**src/rtl/core/vspc_pkg.sv**
```systemverilog
// ----------------------------------------------------------------------------
// Version string parse/compare package
// Shared widths, character codes, verdict codes, register indexes and the
// structures passed between the parser and the top level.
// ----------------------------------------------------------------------------
package vspc_pkg;

    // Field widths
    localparam int unsigned CHAR_W    = 8;
    localparam int unsigned COMP_W    = 20;
    localparam int unsigned VERDICT_W = 2;
    localparam int unsigned REG_IDX_W = 2;
    localparam int unsigned CFG_W     = 20;

    // Packed result: verdict, has_extra, then three components
    localparam int unsigned RESULT_W   = VERDICT_W + 1 + 3 * COMP_W;
    localparam int unsigned OUT_DATA_W = ((RESULT_W + 7) / 8) * 8;
    localparam int unsigned IN_DATA_W  = ((CHAR_W + 7) / 8) * 8;

    // Character codes
    localparam logic [CHAR_W-1:0] CHAR_NUL     = 8'h00;
    localparam logic [CHAR_W-1:0] CHAR_DOT     = 8'h2E;
    localparam logic [CHAR_W-1:0] CHAR_ZERO    = 8'h30;
    localparam logic [CHAR_W-1:0] CHAR_NINE    = 8'h39;
    localparam logic [CHAR_W-1:0] CHAR_UPPER_V = 8'h56;
    localparam logic [CHAR_W-1:0] CHAR_LOWER_V = 8'h76;

    // Verdict codes
    localparam logic [VERDICT_W-1:0] VERDICT_NEWER      = 2'd0;
    localparam logic [VERDICT_W-1:0] VERDICT_NOT_NEWER  = 2'd1;
    localparam logic [VERDICT_W-1:0] VERDICT_UNREADABLE = 2'd2;

    // Configuration register indexes
    localparam logic [REG_IDX_W-1:0] REG_RUNNING_MAJOR = 2'd0;
    localparam logic [REG_IDX_W-1:0] REG_RUNNING_MINOR = 2'd1;
    localparam logic [REG_IDX_W-1:0] REG_RUNNING_PATCH = 2'd2;

    // Component slot indexes
    localparam logic [1:0] SLOT_MAJOR = 2'd0;
    localparam logic [1:0] SLOT_MINOR = 2'd1;
    localparam logic [1:0] SLOT_PATCH = 2'd2;

    // Parser phases
    typedef enum logic [2:0] {
        PH_START  = 3'd0,
        PH_COMP   = 3'd1,
        PH_DIGITS = 3'd2,
        PH_TRAIL  = 3'd3,
        PH_ERROR  = 3'd4
    } phase_t;

    // A version triple
    typedef struct packed {
        logic [COMP_W-1:0] major;
        logic [COMP_W-1:0] minor;
        logic [COMP_W-1:0] patch;
    } version_t;

    // Outcome of one parser step
    typedef struct packed {
        logic                 emit;
        logic [VERDICT_W-1:0] verdict;
        logic                 has_extra;
        version_t             offered;
    } step_result_t;

endpackage

```
**src/rtl/core/version_string_parse_compare.sv**
```systemverilog
// ----------------------------------------------------------------------------
// Version string parse and compare
// Parses a zero-terminated version string and compares it to the running
// version held in three configuration registers.
// ----------------------------------------------------------------------------
// Usage:
//   The input stream carries one byte of the offered string per transaction
//   in s_tdata. A zero byte ends the string; it alone produces an output
//   transaction holding the verdict and the parsed components.
//   The running version is loaded through wr_en / wr_index / wr_data while the
//   block is idle; index 0 is major, 1 minor, 2 patch, 3 is ignored.
//   A terminating byte passes through the input register and then the result
//   register before it is presented on m_tvalid. Throughput: one byte per cycle,
//   sustained, as long as the output side keeps taking results; the input
//   register feeds the parser and the result register in a single step.
//   When the receiver stalls, the held result stays in the output register
//   and non-terminating bytes keep flowing; a zero byte waits in the input
//   register until the output register frees up.
//   Reset clears the parse state, the running version and the valid flags of both registers.
// ----------------------------------------------------------------------------
module version_string_parse_compare #(
    parameter int unsigned COMPONENT_LIMIT = 99999
) (
    input  logic                                 clk,
    input  logic                                 rst_n,
    // Input stream
    input  logic                                 s_tvalid,
    output logic                                 s_tready,
    input  logic [vspc_pkg::IN_DATA_W-1:0]       s_tdata,   // [7:0] char_code
    // Output stream
    output logic                                 m_tvalid,
    input  logic                                 m_tready,
    // [1:0] verdict, [2] has_extra, [22:3] offered_major,
    // [42:23] offered_minor, [62:43] offered_patch, [63] zero
    output logic [vspc_pkg::OUT_DATA_W-1:0]      m_tdata,
    // Configuration write port
    input  logic                                 wr_en,
    input  logic [vspc_pkg::REG_IDX_W-1:0]       wr_index,
    input  logic [vspc_pkg::CFG_W-1:0]           wr_data
);

    logic                               in_valid_reg;
    logic [vspc_pkg::CHAR_W-1:0]        in_char_reg;
    logic                               out_valid_reg;
    logic [vspc_pkg::RESULT_W-1:0]      out_data_reg;
    vspc_pkg::version_t                 running_reg;
    vspc_pkg::step_result_t             step_res;
    logic                               out_free;
    logic                               fire;

    // Configuration registers
    always_ff @(posedge clk or negedge rst_n)
    begin
        if (!rst_n)
        begin
            running_reg <= '0;
        end
        else if (wr_en)
        begin
            unique case (wr_index)
                vspc_pkg::REG_RUNNING_MAJOR: running_reg.major <= wr_data;
                vspc_pkg::REG_RUNNING_MINOR: running_reg.minor <= wr_data;
                vspc_pkg::REG_RUNNING_PATCH: running_reg.patch <= wr_data;
                default: ;
            endcase
        end
    end

    // Handshake control: only a terminating byte needs room at the output
    assign out_free = !out_valid_reg || m_tready;
    assign fire     = in_valid_reg && ((in_char_reg != vspc_pkg::CHAR_NUL) || out_free);
    assign s_tready = !in_valid_reg || fire;

    // Input register
    always_ff @(posedge clk or negedge rst_n)
    begin
        if (!rst_n)
        begin
            in_valid_reg <= 1'b0;
        end
        else if (s_tvalid && s_tready)
        begin
            in_valid_reg <= 1'b1;
        end
        else if (fire)
        begin
            in_valid_reg <= 1'b0;
        end
    end

    always_ff @(posedge clk)
    begin
        if (s_tvalid && s_tready)
        begin
            in_char_reg <= s_tdata[vspc_pkg::CHAR_W-1:0];
        end
    end

    // Parser and comparator
    vspc_parser #(
        .COMPONENT_LIMIT (COMPONENT_LIMIT)
    ) u_parser (
        .clk       (clk),
        .rst_n     (rst_n),
        .step      (fire),
        .char_code (in_char_reg),
        .running   (running_reg),
        .result    (step_res)
    );

    // Result register
    always_ff @(posedge clk or negedge rst_n)
    begin
        if (!rst_n)
        begin
            out_valid_reg <= 1'b0;
        end
        else if (fire && step_res.emit)
        begin
            out_valid_reg <= 1'b1;
        end
        else if (m_tready)
        begin
            out_valid_reg <= 1'b0;
        end
    end

    always_ff @(posedge clk)
    begin
        if (fire && step_res.emit)
        begin
            out_data_reg <= {step_res.offered.patch, step_res.offered.minor,
                             step_res.offered.major, step_res.has_extra, step_res.verdict};
        end
    end

    assign m_tvalid = out_valid_reg;
    assign m_tdata  = vspc_pkg::OUT_DATA_W'(out_data_reg);

    // Every terminating byte taken by the parser produces exactly one result.
    a_nul_emits: assert property (@(posedge clk) disable iff (!rst_n)
        fire |-> (step_res.emit == (in_char_reg == vspc_pkg::CHAR_NUL)))
        else $error("terminating byte and result emission disagree");

    // An unreadable verdict carries no components and no trailing-text flag.
    a_unreadable_clean: assert property (@(posedge clk) disable iff (!rst_n)
        (m_tvalid && (m_tdata[1:0] == vspc_pkg::VERDICT_UNREADABLE))
        |-> (m_tdata[vspc_pkg::OUT_DATA_W-1:2] == '0))
        else $error("unreadable result carries parsed data");

    // A new result only appears after a parser step on a terminating byte.
    a_result_source: assert property (@(posedge clk) disable iff (!rst_n)
        $rose(m_tvalid) |-> $past(fire && (in_char_reg == vspc_pkg::CHAR_NUL)))
        else $error("result appeared without a terminating byte");

    // The verdict is always one of the three defined codes.
    a_verdict_code: assert property (@(posedge clk) disable iff (!rst_n)
        m_tvalid |-> ((m_tdata[1:0] == vspc_pkg::VERDICT_NEWER)
                   || (m_tdata[1:0] == vspc_pkg::VERDICT_NOT_NEWER)
                   || (m_tdata[1:0] == vspc_pkg::VERDICT_UNREADABLE)))
        else $error("undefined verdict code");

endmodule

```
**src/rtl/core/vspc_parser.sv**
```systemverilog
// ----------------------------------------------------------------------------
// Version string parser
// Holds the parse state, advances it by one byte per step and, on the
// terminating zero byte, forms the verdict against the running version.
// ----------------------------------------------------------------------------
module vspc_parser #(
    parameter int unsigned COMPONENT_LIMIT = 99999
) (
    input  logic                           clk,
    input  logic                           rst_n,
    input  logic                           step,
    input  logic [vspc_pkg::CHAR_W-1:0]    char_code,
    input  vspc_pkg::version_t             running,
    output vspc_pkg::step_result_t         result
);

    localparam logic [vspc_pkg::COMP_W-1:0] LIMIT = vspc_pkg::COMP_W'(COMPONENT_LIMIT);

    vspc_pkg::phase_t              phase_reg, phase_next;
    logic [1:0]                    idx_reg, idx_next;
    logic [vspc_pkg::COMP_W-1:0]   acc_reg, acc_next;
    logic [vspc_pkg::COMP_W-1:0]   comp_reg  [3];
    logic [vspc_pkg::COMP_W-1:0]   comp_next [3];

    // State registers
    always_ff @(posedge clk or negedge rst_n)
    begin
        if (!rst_n)
        begin
            phase_reg <= vspc_pkg::PH_START;
            idx_reg   <= vspc_pkg::SLOT_MAJOR;
            acc_reg   <= '0;
            for (int k = 0; k < 3; k++)
            begin
                comp_reg[k] <= '0;
            end
        end
        else if (step)
        begin
            phase_reg <= phase_next;
            idx_reg   <= idx_next;
            acc_reg   <= acc_next;
            for (int k = 0; k < 3; k++)
            begin
                comp_reg[k] <= comp_next[k];
            end
        end
    end

    // Next state, emitted result and comparison against the running version
    always_comb
    begin
        logic                        is_digit;
        logic [vspc_pkg::COMP_W-1:0] digit;
        logic [vspc_pkg::COMP_W-1:0] acc_scaled;
        logic                        go_error;
        logic                        emit_ok;
        logic                        extra;
        logic                        newer;
        vspc_pkg::version_t          offered;

        is_digit   = (char_code >= vspc_pkg::CHAR_ZERO) && (char_code <= vspc_pkg::CHAR_NINE);
        digit      = vspc_pkg::COMP_W'(char_code[3:0]);
        acc_scaled = {acc_reg[vspc_pkg::COMP_W-4:0], 3'b000}
                   + {acc_reg[vspc_pkg::COMP_W-2:0], 1'b0} + digit;

        phase_next = phase_reg;
        idx_next   = idx_reg;
        acc_next   = acc_reg;
        for (int k = 0; k < 3; k++)
        begin
            comp_next[k] = comp_reg[k];
        end
        go_error = 1'b0;
        emit_ok  = 1'b0;
        extra    = 1'b0;

        unique case (phase_reg)
            vspc_pkg::PH_START:
            begin
                if ((char_code == vspc_pkg::CHAR_LOWER_V) || (char_code == vspc_pkg::CHAR_UPPER_V))
                begin
                    phase_next = vspc_pkg::PH_COMP;
                end
                else if (is_digit)
                begin
                    acc_next   = digit;
                    phase_next = vspc_pkg::PH_DIGITS;
                end
                else
                begin
                    go_error = 1'b1;
                end
            end
            vspc_pkg::PH_COMP:
            begin
                if (is_digit)
                begin
                    acc_next   = digit;
                    phase_next = vspc_pkg::PH_DIGITS;
                end
                else
                begin
                    go_error = 1'b1;
                end
            end
            vspc_pkg::PH_DIGITS:
            begin
                if (is_digit)
                begin
                    // Refuse a further digit once the component is already too long
                    if (acc_reg > LIMIT)
                    begin
                        go_error = 1'b1;
                    end
                    else
                    begin
                        acc_next = acc_scaled;
                    end
                end
                else if (idx_reg == vspc_pkg::SLOT_PATCH)
                begin
                    comp_next[2] = acc_reg;
                    acc_next     = '0;
                    if (char_code == vspc_pkg::CHAR_NUL)
                    begin
                        emit_ok = 1'b1;
                    end
                    else
                    begin
                        phase_next = vspc_pkg::PH_TRAIL;
                    end
                end
                else if ((idx_reg == vspc_pkg::SLOT_MAJOR) || (idx_reg == vspc_pkg::SLOT_MINOR))
                begin
                    comp_next[idx_reg] = acc_reg;
                    acc_next           = '0;
                    if (char_code == vspc_pkg::CHAR_DOT)
                    begin
                        idx_next   = idx_reg + 2'd1;
                        phase_next = vspc_pkg::PH_COMP;
                    end
                    else
                    begin
                        go_error = 1'b1;
                    end
                end
                else
                begin
                    go_error = 1'b1;
                end
            end
            vspc_pkg::PH_TRAIL:
            begin
                if (char_code == vspc_pkg::CHAR_NUL)
                begin
                    emit_ok = 1'b1;
                    extra   = 1'b1;
                end
            end
            default:
            begin
                go_error = 1'b1;
            end
        endcase

        if (go_error && (char_code != vspc_pkg::CHAR_NUL))
        begin
            phase_next = vspc_pkg::PH_ERROR;
        end

        // The zero byte always closes the string and clears the parse state
        if (char_code == vspc_pkg::CHAR_NUL)
        begin
            phase_next = vspc_pkg::PH_START;
            idx_next   = vspc_pkg::SLOT_MAJOR;
            acc_next   = '0;
            for (int k = 0; k < 3; k++)
            begin
                comp_next[k] = '0;
            end
        end

        // The patch component is still in the accumulator when the zero byte
        // directly follows its last digit.
        offered.major = comp_reg[0];
        offered.minor = comp_reg[1];
        offered.patch = (phase_reg == vspc_pkg::PH_DIGITS) ? acc_reg : comp_reg[2];

        newer = (offered.major > running.major)
             || ((offered.major == running.major)
                 && ((offered.minor > running.minor)
                     || ((offered.minor == running.minor)
                         && (offered.patch > running.patch))));

        result.emit = (char_code == vspc_pkg::CHAR_NUL);
        if (emit_ok)
        begin
            result.verdict   = newer ? vspc_pkg::VERDICT_NEWER : vspc_pkg::VERDICT_NOT_NEWER;
            result.has_extra = extra;
            result.offered   = offered;
        end
        else
        begin
            result.verdict   = vspc_pkg::VERDICT_UNREADABLE;
            result.has_extra = 1'b0;
            result.offered   = '0;
        end
    end

endmodule

```
**config.mk**
```make
export PLATFORM = sky130hd
export DESIGN_NAME = version_string_parse_compare
export DESIGN_NICKNAME = d
export VERILOG_FILES = /design/src/rtl/core/vspc_pkg.sv /design/src/rtl/core/version_string_parse_compare.sv /design/src/rtl/core/vspc_parser.sv
export SDC_FILE = /design/constraint.sdc
export NUM_CORES = 1
export LEC_CHECK = 0
export BUFFER_PORTS_ARGS = -buffer_cell sky130_fd_sc_hd__buf_2
export CAP_MARGIN = 20
export CORE_AREA = 2 2 185 133
export DETAILED_ROUTE_END_ITERATION = 16
export DIE_AREA = 0 0 187 135
export PLACE_DENSITY_LB_ADDON = 0.15
export SLEW_MARGIN = 10
export SYNTH_ARGS = -nofsm -noshare
export SYNTH_HDL_FRONTEND = slang
export SYNTH_SLANG_ARGS = --single-unit
```
**constraint.sdc**
```tcl
create_clock -name clk -period 7.2 [get_ports clk]
set_input_delay 0.36 -clock clk [delete_from_list [all_inputs] [get_ports clk]]
set_output_delay 0.36 -clock clk [all_outputs]
set_load 0.1 [all_outputs]
```
== Word level (Yosys, flattened, before mapping) ==
Index checks and enable logic that the tools add are counted.
Storage, ports and cells
  bits in writable memories: 0
  latch bits: 0
  register bits after elaboration: 218
  bits in read-only memories: 0
  memories: 0
  bits of input ports: 35
Cells by class
  bitwise logic cells: 1
  reduce and logical (&&, ||, !) cells: 39
  order comparisons: 8
  multiply operators: 0
  shift-type cells: 0
  equal/unequal tests: 20
  div/mod/pow operators: 0
  add/sub/neg operators: 3
  mux-type cells: 50
Operators by type and width (number)
  two-way mux 60 bit: 4
  two-way mux 20 bit: 10
  bitwise mux 60 bit: 1
  greater-than comparator 20 bit: 3
  one-hot mux 20 bit (3 select lines): 1
  demux 20 bit (select 2 bit): 1
  equality test 20 bit: 2
  two-way mux 40 bit: 1
  two-way mux 3 bit: 8
  adder 20 bit: 1
  adder 20 x 4 -> 20 bit: 1
  greater-than comparator 20 x 17 -> 1 bit (second input constant): 1
  equality test 8 x 7 -> 1 bit (second input constant): 2
  two-way mux 1 bit: 15
  != test 5 x 2 -> 1 bit (second input constant): 3
  AND reduction 5 bit: 3
  two-way mux 2 bit: 6
  nonzero test 2 bit: 5
  one-hot mux 3 bit (3 select lines): 1
  equality test 8 x 6 -> 1 bit (second input constant): 1
  >= comparator 8 x 6 -> 1 bit (second input constant): 1
  less-or-equal comparator 8 x 6 -> 1 bit (second input constant): 1
  logical AND 1 bit: 8
  zero test 8 bit: 1
  other kinds (24): 40

== Logic depth before layout (Yosys ltp) ==
  word-level depth: 11
  gate-level depth with buffers: 15
  gate-level depth less buffers: 13

== By module ==
Synthesis repeated with hierarchy kept, for this count alone.
Second synthesis, totals
  cell total of the unflattened synthesis: 1023
  area total of the unflattened synthesis: 11327.1 um^2
By module, submodules not included
  vspc_parser: sequential area each 2127.0 um^2, area each 6807.8 um^2, times used 1, cells each 807
  version_string_parse_compare: sequential area each 3683.5 um^2, area each 4519.3 um^2, times used 1, cells each 216

== Worst setup path before layout ==
OpenSTA, ideal clock, no wires.
  path kind: register to register
  start point: register in_char_reg[3] (netlist bit)
  end point: register u_parser.acc_reg[15] (netlist bit)
  stages on the path, launching flop included: 8
  clock period less this slack: 4819 ps
  setup time: 121 ps
  data required time: 7079 ps
  setup slack: 2381 ps
  buffers on the path: 1
  arrival: 4698 ps
  cells stage by stage: edfxtp_1 > or4_4 > nor2_4 > nand2_1 > nor2_1 > nor2_4 > buf_6 > a22o_1
On the way
  longest elaborated chain between the ends: 6
  elaborated cells between the ends (all ways): 22
  classes of those cells: add/sub (1); order compare (2); eq/ne (5); mux (6); reduce/logical (8)
RTL lines
  from (decl): line version_string_parse_compare.sv:43  | logic [vspc_pkg::CHAR_W-1:0] in_char_reg;
  from (signal assigned): line version_string_parse_compare.sv:95  | in_char_reg <= s_tdata[vspc_pkg::CHAR_W-1:0];
  parallel branches: the longest is 6 deep, another holds adder 20 x 4 -> 20 bit
  to (signal assigned): line vspc_parser.sv:42  | acc_reg <= acc_next;
  to (decl): line vspc_parser.sv:21  | logic [vspc_pkg::COMP_W-1:0] acc_reg, acc_next;
Several ways; the timed one is not identified. The select of a mux whose other input is x is not followed.
A chain may end at the register's enable or synchronous reset.

== Final worst setup path ==
  start point: register u_parser.phase_reg[2]
  end point: register out_data_reg[0] (netlist bit) (data pin)
On the way
  longest elaborated chain between the ends: 8
  elaborated cells between the ends (all ways): 10
  classes of those cells: order compare (1); eq/ne (2); mux (3); reduce/logical (4)
RTL lines
  from (decl): line vspc_parser.sv:19  | vspc_pkg::phase_t phase_reg, phase_next;
  from (signal assigned): line vspc_parser.sv:30  | phase_reg <= vspc_pkg::PH_START;
  from (signal assigned): line vspc_parser.sv:40  | phase_reg <= phase_next;
  equality test 3 x 2 -> 1 bit: line vspc_parser.sv:78, vspc_parser.sv:188
  two-way mux 20 bit: line vspc_parser.sv:188  | offered.patch = (phase_reg == vspc_pkg::PH_DIGITS) ? acc_reg : comp_reg[2];
  greater-than comparator 20 bit: line vspc_parser.sv:194  | && (offered.patch > running.patch))));
  logical AND 1 bit: line vspc_parser.sv:194
  logical OR 1 bit: line vspc_parser.sv:193  | || ((offered.minor == running.minor)
  logical AND 1 bit: line vspc_parser.sv:192  | && ((offered.minor > running.minor)
  logical OR 1 bit: line vspc_parser.sv:191  | || ((offered.major == running.major)
  two-way mux 1 bit: line vspc_parser.sv:199  | result.verdict = newer ? vspc_pkg::VERDICT_NEWER : vspc_pkg::VERDICT_NOT_NEWER;
  to (signal assigned): line version_string_parse_compare.sv:132  | out_data_reg <= {step_res.offered.patch, step_res.offered.minor,
  to (decl): line version_string_parse_compare.sv:45  | logic [vspc_pkg::RESULT_W-1:0] out_data_reg;
Several ways; a longest one is shown, not always the timed one.

==> results_dict.tcl <==
set metrics [dict create \
    grt_pass1_vias 7590 \
    regToRegEndpoint "out_data_reg[0]" \
    synth_cells 1037 \
    worstPathRequired_ns 7.52 \
    r2r_cells 12 \
    irDropWorstVdd_mv 0.158 \
    rsz0062_at_grt "no" \
    fin_skew_ns 0.0104 \
    dieArea_sq_mm 0.0252 \
    r2r_setup_slack_ns 3.51 \
    endpoint_kind "flop" \
    fmax_mhz 271 \
    reg2reg_from "u_parser.phase_reg[2]" \
    finalSetupTns_ns 0 \
    syn_area_per_cell_sq_um 10.9 \
    cts-buffers-inserted 23 \
    core_area_sq_mm 0.0233 \
    finalMaxSlewViolations 0 \
    wirelength_mm 26.6 \
    grt_usage_pct 21.7 \
    place.gp.congestion 0.871 \
    route.detailed.wl_per_inst_um 18.2 \
    nets 1262 \
    crit_start "u_parser.phase_reg[2]" \
    finalSetupViolCount 0 \
    status "completed" \
    row_count 47 \
    hpwl_mm 18.9 \
    drcViolationCount 0 \
    grt_pass1_wl_mm 43.0 \
    final-hold-violation-count 0 \
    grt_max_degree 82 \
    final_cell_mix "nand2_1, dfrtp_1, ha_1, buf_2" \
    relSlewSlack_pct 30.6 \
    ys_warn_count 0 \
    drt-initial-drc-count 553 \
    synth-seq-cells 218 \
    postLayoutCoreUtil_pct 54.9 \
    largest_register_ff_count 63 \
    hp-class "input port to flop" \
    path_clk_slew_ns 0.06 \
    hold_path_depth 1 \
    critical_path_class "flop to flop" \
    syn_nets 1172 \
    htreeDepth 1 \
    syn-cell-area_sq_mm 0.0113 \
    final_common_cell "nand2_1" \
    power.density_mw_per_mm2 243 \
    p_leak_nw 6.10 \
    synth_edf_count 71 \
    antenna_found_initial 0 \
    cp_max_fo 28 \
    diodes 0 \
    worst_pin_slew_ns 1.03 \
    drive_gt1_share_pct 19.4 \
    synth.distinct_cells 67 \
    boundaryPins 101 \
    fin_crit_ns 3.69 \
    tritoncts "done" \
    vias 7879 \
    synth-main-ff-cell "dfrtp_1" \
    clk_latency_ns 0.52 \
    postLayoutCellArea_sq_mm 0.0128 \
    post_cts_buffers 0 \
    die_w_um 187 \
    synth-async-reset-ratio_pct 67.4 \
    die_h_um 135 \
    place_area_sq_mm 0.0120 \
    cp.arrival_ns 4.02 \
    overflow 0 \
    clkSinkCount 218 \
    initial_utilization_pct 48.5 \
    hp-start "s_tdata[6]" \
    fin_crit_sh_pct 51.3 \
    synthToLayoutAreaGrowth_pct 13.1 \
    hold_path_end "in_char_reg[6]" \
    max_cap_viol_count 0 \
    first_pass_iters 5 \
    yosysSeqAreaShare_pct 51.3 \
    cts-root-buf "clkbuf_16" \
    ctsResizeCount 0 \
    port_buffers 99 \
    cts.path.max_buffers 3 \
    ant_nets 0 \
    vias_per_cell 5.39 \
    hold_buffers 1 \
    cp-start-kind "flop" \
]
==> power by group <==
part | internal, mW | leakage [nW] | total [mW] | switching (mW)
sequential | 1.36 | 2.67 | 1.43 | 0.0702
clock | 0.673 | 0.359 | 1.17 | 0.500
combinational | 0.221 | 3.07 | 0.508 | 0.287
total | 2.25 | 6.10 | 3.11 | 0.856
==> critical path, stage by stage, from the launching register on <==
cell,delay [ns]
dfrtp_1,0.65
or3_1,0.87
nand2_1,0.17
nand2_1,0.11
ha_1,0.24
nor2b_1,0.13
o21ai_0,0.14
nand2b_1,0.07
a21oi_1,0.22
nor2_1,0.07
a2111oi_0,0.35
a311oi_1,0.18
a311oi_1,0.31
==> metal layers <==
| metal | vias to the layer above | wire, um | track usage [%] |
|---|---|---|---|
| li1 | 3850 | - | - |
| met1 | 3818 | 13300 | 32.3 |
| met2 | 177 | 11700 | 34.2 |
| met3 | 34 | 1000 | 2.62 |
| met4 | 0 | 594 | 5.25 |
| met5 | - | 0 | 0 |
==> worst max path at each step <==
stage	cells after the start	to	slack, ns
finish	12	out_data_reg[0]	3.51
global placement	11	out_data_reg[0]	3.72
detailed placement	12	out_data_reg[0]	3.57
floorplan	7	u_parser.acc_reg[15]	2.38
global route	12	out_data_reg[0]	3.15
CTS	12	out_data_reg[0]	3.56
==> synth_stat cells, types with 11 or more instances <==
| cell | number | area share [%] |
|---|---|---|
| nand4_1 | 11 | 0.61 |
| nor2_1 | 26 | 0.86 |
| and2_1 | 43 | 2.4 |
| o21ai_1 | 15 | 0.66 |
| a22o_1 | 47 | 3.6 |
| a21o_1 | 14 | 0.93 |
| ha_1 | 98 | 11 |
| nor2b_1 | 12 | 0.66 |
| nand2_1 | 151 | 5.0 |
| mux2_2 | 41 | 4.1 |
| a21oi_2 | 17 | 1.3 |
| dfrtp_1 | 147 | 32 |
| edfxtp_1 | 71 | 19 |
| nand3_1 | 11 | 0.49 |
| clkbuf_1 | 18 | 0.60 |
| inv_1 | 71 | 2.4 |
| a21oi_1 | 48 | 2.1 |
| o21ai_0 | 64 | 2.8 |
| buf_2 | 11 | 0.49 |
==> cell type report <==
| type | instances | area [sq um] |
|---|---|---|
| clock buffer | 29 | 608 |
| clock inverter | 13 | 126 |
| fill | 2071 | 10500 |
| inverter | 73 | 274 |
| multi-input combinational | 701 | 5000 |
| sequential | 218 | 5810 |
| tap | 318 | 398 |
| timing repair buffer | 110 | 594 |
==> kinds of logic after synthesis <==
kind of cell	after synthesis	share of synthesized area [%]
and+or+nand+nor	302	13.4
AOI/OAI and AO/OA	241	14.0
DFF	218	51.3
buffers and inverters	118	4.65
adders and majority gates	100	11.2
muxes	43	4.26
xor gates and xnor gates	14	1.08
other	1	0.0331
==> metrics by stage <==
| step | hold slack [ns] | cells | power [mW] | worst slack (ns) |
|---|---|---|---|---|
| after floorplan | 0.0644 | 1037 | 1.80 | 2.38 |
| after global placement | 0.471 | 1418 | 1.94 | 3.72 |
| after detailed placement | 0.475 | 1418 | 1.95 | 3.57 |
| after CTS | 0.00123 | 1461 | 3.13 | 3.56 |
| after global routing | 0.00414 | 1462 | 3.26 | 3.15 |
| final | 0.0163 | 1462 | 3.11 | 3.51 |
(Power assumes the default switching activity.)
